==> config.mk <==
export PLATFORM = sky130hd
export DESIGN_NAME = dpq_ring_bank
export DESIGN_NICKNAME = d
export VERILOG_FILES = /design/src/rtl/core/dpq_pkg.sv /design/src/rtl/core/dpq_ring_bank.sv
export SDC_FILE = /design/constraint.sdc
export NUM_CORES = 2
export LEC_CHECK = 0
export ABC_CLOCK_PERIOD_IN_PS = 6100
export BUFFER_PORTS_ARGS = -buffer_cell sky130_fd_sc_hd__buf_2
export CAP_MARGIN = 10
export CORE_MARGIN = 5
export CORE_UTILIZATION = 30
export DETAILED_ROUTE_END_ITERATION = 8
export GPL_ROUTABILITY_DRIVEN = 0
export PLACE_DENSITY = 0.4
export SLEW_MARGIN = 20
export SYNTH_ARGS = -nofsm -noshare
export SYNTH_HDL_FRONTEND = slang
export SYNTH_SLANG_ARGS = --single-unit
export TNS_END_PERCENT = 50
==> constraint.sdc <==
create_clock -name clk -period 6.1 [get_ports clk]
set_clock_uncertainty 0.05 [all_clocks]
set_input_delay 1.22 -clock clk [delete_from_list [all_inputs] [get_ports clk]]
set_output_delay 1.22 -clock clk [all_outputs]
set_load 0.05 [all_outputs]
==> src/rtl/core/dpq_pkg.sv <==
// Package: types, constants and helpers for the dual priority ring queue unit.
package dpq_pkg;

  localparam int NUM_QUEUES  = 4;
  localparam int QW          = $clog2(NUM_QUEUES);
  localparam int RING_DEPTH  = 16;
  localparam int PW          = $clog2(RING_DEPTH);
  localparam int DW          = 5;
  localparam int ENTRY_WIDTH = 32;
  localparam int AW          = QW + PW;
  localparam int MEM_DEPTH   = NUM_QUEUES * RING_DEPTH;

  localparam logic [3:0]    STARVE_PERIOD = 4'd10;
  localparam logic [DW-1:0] DEPTH_MAX     = DW'(RING_DEPTH);
  localparam logic [DW-1:0] DEPTH_MIN     = DW'(1);

  typedef enum logic [2:0] {
    OP_ADD_LOW  = 3'd0,
    OP_ADD_HIGH = 3'd1,
    OP_GET      = 3'd2,
    OP_PEEK     = 3'd3,
    OP_CLEAR    = 3'd4
  } op_t;

  typedef enum logic [1:0] {
    ST_OK    = 2'd0,
    ST_FULL  = 2'd1,
    ST_EMPTY = 2'd2
  } status_t;

  typedef enum logic [1:0] {
    FILL_EMPTY  = 2'd0,
    FILL_NORMAL = 2'd1,
    FILL_FULL   = 2'd2
  } fill_t;

  typedef struct packed {
    logic [2:0]             op;
    logic [QW-1:0]          queue_index;
    logic [ENTRY_WIDTH-1:0] entry_value;
  } req_t;

  typedef struct packed {
    status_t                status;
    logic [ENTRY_WIDTH-1:0] out_value;
    logic                   from_high;
  } rsp_t;

  // per-cycle command to one ring bank
  typedef struct packed {
    logic          add;
    logic          take;
    logic          clr;
    logic [QW-1:0] q;
  } ring_cmd_t;

  function automatic logic [PW-1:0] ring_adv(logic [PW-1:0] p, logic [DW-1:0] d);
    logic [DW-1:0] n;
    n = DW'(p) + DW'(1);
    return (n >= d) ? '0 : n[PW-1:0];
  endfunction

endpackage

==> src/rtl/core/dpq_ring_bank.sv <==
// One bank of rings (one per queue): slot memory, pointers and fill state.
module dpq_ring_bank (
  input  logic                                     clk,
  input  logic                                     rst_n,
  input  dpq_pkg::ring_cmd_t                       cmd,
  input  logic [dpq_pkg::ENTRY_WIDTH-1:0]          wdata,
  input  logic [dpq_pkg::DW-1:0]                   depth,
  output dpq_pkg::fill_t [dpq_pkg::NUM_QUEUES-1:0] fill,
  output logic [dpq_pkg::ENTRY_WIDTH-1:0]          rd_data
);

  logic [dpq_pkg::ENTRY_WIDTH-1:0] mem [dpq_pkg::MEM_DEPTH];

  logic [dpq_pkg::PW-1:0] wr_r  [dpq_pkg::NUM_QUEUES];
  logic [dpq_pkg::PW-1:0] wr_nxt[dpq_pkg::NUM_QUEUES];
  logic [dpq_pkg::PW-1:0] rd_r  [dpq_pkg::NUM_QUEUES];
  logic [dpq_pkg::PW-1:0] rd_nxt[dpq_pkg::NUM_QUEUES];
  dpq_pkg::fill_t         fill_r  [dpq_pkg::NUM_QUEUES];
  dpq_pkg::fill_t         fill_nxt[dpq_pkg::NUM_QUEUES];

  logic [dpq_pkg::PW-1:0] wr_cur;
  logic [dpq_pkg::PW-1:0] rd_cur;
  logic [dpq_pkg::PW-1:0] wr_adv;
  logic [dpq_pkg::PW-1:0] rd_adv;

  assign wr_cur = wr_r[cmd.q];
  assign rd_cur = rd_r[cmd.q];
  assign wr_adv = dpq_pkg::ring_adv(wr_cur, depth);
  assign rd_adv = dpq_pkg::ring_adv(rd_cur, depth);

  always_comb begin
    for (int i = 0; i < dpq_pkg::NUM_QUEUES; i++) begin
      wr_nxt[i]   = wr_r[i];
      rd_nxt[i]   = rd_r[i];
      fill_nxt[i] = fill_r[i];
      if (cmd.q == dpq_pkg::QW'(i)) begin
        if (cmd.clr) begin
          wr_nxt[i]   = '0;
          rd_nxt[i]   = '0;
          fill_nxt[i] = dpq_pkg::FILL_EMPTY;
        end else if (cmd.add) begin
          wr_nxt[i]   = wr_adv;
          fill_nxt[i] = (wr_adv == rd_r[i]) ? dpq_pkg::FILL_FULL : dpq_pkg::FILL_NORMAL;
        end else if (cmd.take) begin
          rd_nxt[i]   = rd_adv;
          fill_nxt[i] = (rd_adv == wr_r[i]) ? dpq_pkg::FILL_EMPTY : dpq_pkg::FILL_NORMAL;
        end
      end
    end
  end

  always_ff @(posedge clk) begin
    if (!rst_n) begin
      for (int i = 0; i < dpq_pkg::NUM_QUEUES; i++) begin
        wr_r[i]   <= '0;
        rd_r[i]   <= '0;
        fill_r[i] <= dpq_pkg::FILL_EMPTY;
      end
    end else begin
      for (int i = 0; i < dpq_pkg::NUM_QUEUES; i++) begin
        wr_r[i]   <= wr_nxt[i];
        rd_r[i]   <= rd_nxt[i];
        fill_r[i] <= fill_nxt[i];
      end
    end
  end

  // slot memory: one write, one registered read at the addressed queue's head
  always_ff @(posedge clk) begin
    if (cmd.add) begin
      mem[{cmd.q, wr_cur}] <= wdata;
    end
    rd_data <= mem[{cmd.q, rd_cur}];
  end

  always_comb begin
    for (int i = 0; i < dpq_pkg::NUM_QUEUES; i++) begin
      fill[i] = fill_r[i];
    end
  end

endmodule

Word-level counts from Yosys, hierarchy flattened
Memory sizes are Yosys's and may differ from the RTL's. A register that Yosys moved wholly into a read port is not among the register bits.
Index checks and enable logic that the tools add are counted.
{"block": "op_classes", "eq_ne": 11, "reduce_logical": 1, "order_cmp": 2, "bitwise_logic": 12, "add_sub_neg": 2, "mux": 70}
{"cell": "$mux W4", "count": 38}
{"cell": "$mux W2", "count": 24}
{"cell": "$eq A4 B4 Y1", "count": 8}
{"cell": "$or A1 B1 Y1", "count": 12}
{"cell": "$add A4 B1 Y5 const B", "count": 2}
{"cell": "$ge A5 B5 Y1", "count": 2}
{"cell": "$mux W1", "count": 8}
{"cell": "$eq A2 B2 Y1 const B", "count": 2}
{"cell": "$eq A2 B1 Y1 const B", "count": 1}
{"cell": "$logic_not A2 Y1", "count": 1}
{"block": "word_totals", "mem_count": 4, "register_bits": 0, "mem_bits_rw": 2088}
{"memory": "mem", "depth": 64, "word_bits": 32, "read_ports": 1, "rd_ports_with_merged_regs": 1, "wr": 1, "line": "dpq_ring_bank.sv:12", "text": "logic [dpq_pkg::ENTRY_WIDTH-1:0] mem [dpq_pkg::MEM_DEPTH];"}
{"memory": "rd_r", "depth": 4, "word_bits": 4, "read_ports": 5, "rd_ports_with_merged_regs": 0, "wr": 4, "line": "dpq_ring_bank.sv:16", "text": "logic [dpq_pkg::PW-1:0] rd_r [dpq_pkg::NUM_QUEUES];"}
{"memory": "wr_r", "depth": 4, "word_bits": 4, "read_ports": 5, "rd_ports_with_merged_regs": 0, "wr": 4, "line": "dpq_ring_bank.sv:14", "text": "logic [dpq_pkg::PW-1:0] wr_r [dpq_pkg::NUM_QUEUES];"}
{"memory": "fill_r", "depth": 4, "word_bits": 2, "read_ports": 4, "rd_ports_with_merged_regs": 0, "wr": 4, "line": "dpq_ring_bank.sv:18", "text": "dpq_pkg::fill_t fill_r [dpq_pkg::NUM_QUEUES];"}

Longest topological paths before layout
An unclocked memory read counts as a cell.
{"block": "depth", "depth_word": 11, "depth_mapped": 20}

Worst setup path before layout
OpenSTA, ideal clock, no wires.
{"block": "synth_timing", "path_type": "input-to-reg", "from": "input port cmd[0] in the netlist's numbering", "to": "memory fill_r[0][0] in the netlist's numbering", "path_slack_ns": 1.145, "arrival_time_ns": 4.774, "n_path_buf": 5, "required_time_ns": 5.918, "stages": 16, "setup_time_ns": 0.132, "cell_sequence": "buf_4 mux2_2 inv_2 buf_2 clkbuf_1 buf_2 buf_1 ha_1 xor2_1 ha_1 a21o_1 a31oi_1 o211ai_1 xnor2_1 a2111oi_0 a31oi_1"}
{"element": "from (decl)", "line": "dpq_ring_bank.sv:5", "text": "input dpq_pkg::ring_cmd_t cmd,"}
{"element": "to (decl)", "line": "dpq_ring_bank.sv:18"}

Final worst setup path
{"block": "layout_timing", "from": "input port cmd[1] in the netlist's numbering", "to": "register rd_data[17] in the netlist's numbering (read register of mem)"}
{"block": "layout_via", "elab_chain_len": 1}
{"element": "$mem_v2 Z4 W4"}
{"element": "to (decl)", "line": "dpq_ring_bank.sv:9", "text": "output logic [dpq_pkg::ENTRY_WIDTH-1:0] rd_data"}
Several ways; a longest one is shown, not always the timed one.

==> summary.md <==
| Metric | Value |
|---|---|
| Status | `finished, final reports clean` |
| Drt initial violations | `4,320` |
| HPWL after DPL | `148,300 um` |
| Pre-Repair DR Iteration Count | `7` |
| Number of routed nets with antenna violations | `0` |
| Synth Warn # | `0` |
| Asr flop ratio synth | `0%` |
| Area grow syn2layout | `16.53%` |
| Cts bufs inserted | `230` |
| First-pass GRT wire length | `374,000 um` |
| Syn_nets | `5,095` |
| Top FF cell, synth | `edfxtp_1` |
| Clock Path Buffers | `3` |
| Pleak | `30.17 nW` |
| Critical path type | `primary input to register` |
| Crit. End Element | `register` |
| Mapped Area | `0.08279 sq mm` |
| Final Hold Fails | `0` |
| DIE AREA | `0.2866 sq mm` |
| Vias per cell | `5.105` |
| Max Slew Vio Count | `0` |
| Met3 Routed Length | `12,770 um` |
| F_max | `227.2 MHz` |
| Peak VDD IR | `0.2575 mV` |
| Synth area leaders | `edfxtp_1 74%, mux4_2 5.8%, nand2_1 3.7%` |
| Largest net degree at the start of global routing | `110` |
| Slew margin rel. | `27.30%` |
| Via count | `46,564` |
| WP data arrival | `5060 ps` |
| Post-synth top area share | `74.28%` |
| Synthesized area per cell | `16.43 sq um` |
| Crit-path max cell delay | `630 ps` |
| Vias in the first global route | `46,037` |
| Worst path cell trace | `buf_4 > mux2_4 > mux2i_4 > inv_8 > buf_12 > buf_12 > buf_4 > mux4_2 > a22o_1 > nor2_1 > o211ai_1` |
| RSZ-0062 raised after global routing | `false` |
| Worst-Skew Late Latency | `860 ps` |
| Worst hold slack | `454.6 ps` |
| Initial antenna violation count | `21` |
| Share of cells above drive strength 1 | `17.19%` |
| # clock sinks | `2,120` |
| Post-CTS sizing | `0` |
| Hold buffer count at CTS | `0` |
| Clock Tree Root | `clkbuf_16` |
| Chip height | `535.3 um` |
| CTS tree | `done` |
| WL met2 | `130,300 um` |
| GRT Residual Overflow | `0` |
| Least-Margin Pin Slew | `1088 ps` |
| Buffers on Ports | `83` |
| CTS HTree Levels | `4` |
| Unique cell type count in the Yosys netlist | `54` |
| # setup viols final | `0` |
| Dominant cell type by area after synthesis | `edfxtp_1` |
| Row count | `192` |
| GRT Total Usage | `18.28%` |
| CP Data Required Time | `6760 ps` |
| Nets | `5,287` |
| Num ports | `84` |
| WL final | `267,600 um` |
| Slowest CP cell | `buf_4` |
| Clock-pin slew on the worst setup and hold paths | `60 ps` |
| Seq/Total Area, Yosys | `76.03%` |
| Max Used Layer | `met4` |
| Buf+Inv Stages, Crit Path | `5` |
| Pwr dens | `317.9 mW/mm^2` |
| Final period utilization | `72.15%` |
| Crit Path Max Fanout | `71` |
| DRC | `0` |
| Number of register bits inferred by synthesis | `2,120` |
| Setup_tns | `0 ps` |
| Core Box Area | `0.2741 sq mm` |
| Post-synthesis cell count | `5,039` |
| Post-synth EDFFs | `2,048` |
| Post-CTS setup buffer count | `0` |
| CP Launch Type | `primary input` |
| Starting Density | `30.20%` |
| Top delay family on crit path | `buffers and inverters` |
| Fin crit period | `4401 ps` |
| WL met1 | `120,300 um` |
| Max-cap viol count | `0` |
| Hold crit path type | `register to register` |
| Chip width | `535.3 um` |
| Routed wire per std cell | `29.34 um` |
cells by family (layout without fill, tap and decap cells):
group                    after synthesis  count (layout)  synth area share, %
buffers and inverters                350             740                1.814
other                                  0               6                    0
flip-flops                          2120            2120                76.03
AND/OR/NAND/NOR                     1403            1403                7.658
multiplexers                         264             264                6.443
AO/OA/AOI/OAI                        858             858                7.540
XOR/XNOR                              32              32               0.3385
adder cells (fa/ha/maj)               12              12               0.1814
routing by layer:
metal | up-vias | global-route usage (%)
li1 | 20230 | -
met1 | 24919 | 25.79
met2 | 1147 | 30.41
met3 | 268 | 2.395
met4 | 0 | 3.580
met5 | - | 0
registers in the layout (all words and copies together) (netlist names):
signal / cells
rd_data: 32
wr_r: 16
rd_r: 16
mem: 2048
fill_r: 8
worst min-delay path: stages, from the launching register on:
cell	delay (ps)
dfxtp_1	320
o21ai_0	60
a21boi_0	80
final timing paths:
check / from / end / slack [ps] / cells after the start
min reg2reg: fill_r[0][1] / fill_r[0][1] / 450 / 2
min: fill_r[0][1] / fill_r[0][1] / 450 / 2
max: cmd[1] / rd_data[17] / 1700 / 11
max reg2reg: rd_r[3][1] / rd_data[17] / 2050 / 10
cells in the mapped netlist, types with 99 or more instances:
cell / count
a31oi_1: 124
o21ai_0: 163
buf_2: 99
edfxtp_1: 2048
and3_1: 133
nor2_1: 123
a211oi_1: 200
mux4_2: 213
nand2_1: 821
nor2b_1: 226
a311oi_1: 119
clkbuf_1: 186
power by group:
part | total [W] | switching, W | internal [W]
combinational | 0.00117 | 0.000854 | 0.000311
sequential | 0.0161 | 0.0000452 | 0.0160
clock | 0.0134 | 0.00584 | 0.00759
metrics by stage:
step                std cells  setup WS, ps  utilization [%]  total power (W)  cell area [sq um]
CTS                      9115          1731            35.19          0.03103              96450
global route             9118          1482            35.19          0.03172              96460
detailed placement       8685         756.3            32.55          0.01756              89230
floorplan                5039          1145                -          0.01690              82790
global placement         8683         737.6            32.54          0.01755              89190
finish                   9121          1699            35.19          0.03066              96470
layout by cell type (no fill, tap or decap), types with 13 or more instances in the layout:
| cell type | count |
|---|---|
| o211ai_1 | 38 |
| o221ai_1 | 30 |
| a311oi_1 | 119 |
| a211oi_1 | 200 |
| clkbuf_1 | 56 |
| nor2_1 | 51 |
| buf_2 | 77 |
| a22oi_1 | 15 |
| xnor2_1 | 18 |
| clkbuf_16 | 230 |
| edfxtp_1 | 2048 |
| a32o_1 | 30 |
| nor2b_1 | 225 |
| dfxtp_1 | 72 |
| nand2_1 | 817 |
| nor2_4 | 72 |
| and3_1 | 133 |
| o21ai_0 | 163 |
| xor2_1 | 14 |
| nand3_1 | 58 |
| a31oi_1 | 124 |
| buf_4 | 174 |
| clkinv_1 | 48 |
| clkbuf_8 | 13 |
| a22o_1 | 60 |
| buf_12 | 51 |
| mux2i_1 | 42 |
| a221oi_1 | 29 |
| mux4_2 | 213 |
| clkinv_2 | 48 |
layout make-up:
cell class	instances	area, sq um
flip-flops and latches	2120	62940
inverters	8	45.04
well taps	3686	4612
diodes	6	15.01
fillers	26055	177600
clock buffers	299	6145
multi-input cells	2569	18930
clock inverters	131	1070
repair buffers	302	2713
Power figures use the tool's default switching activity.
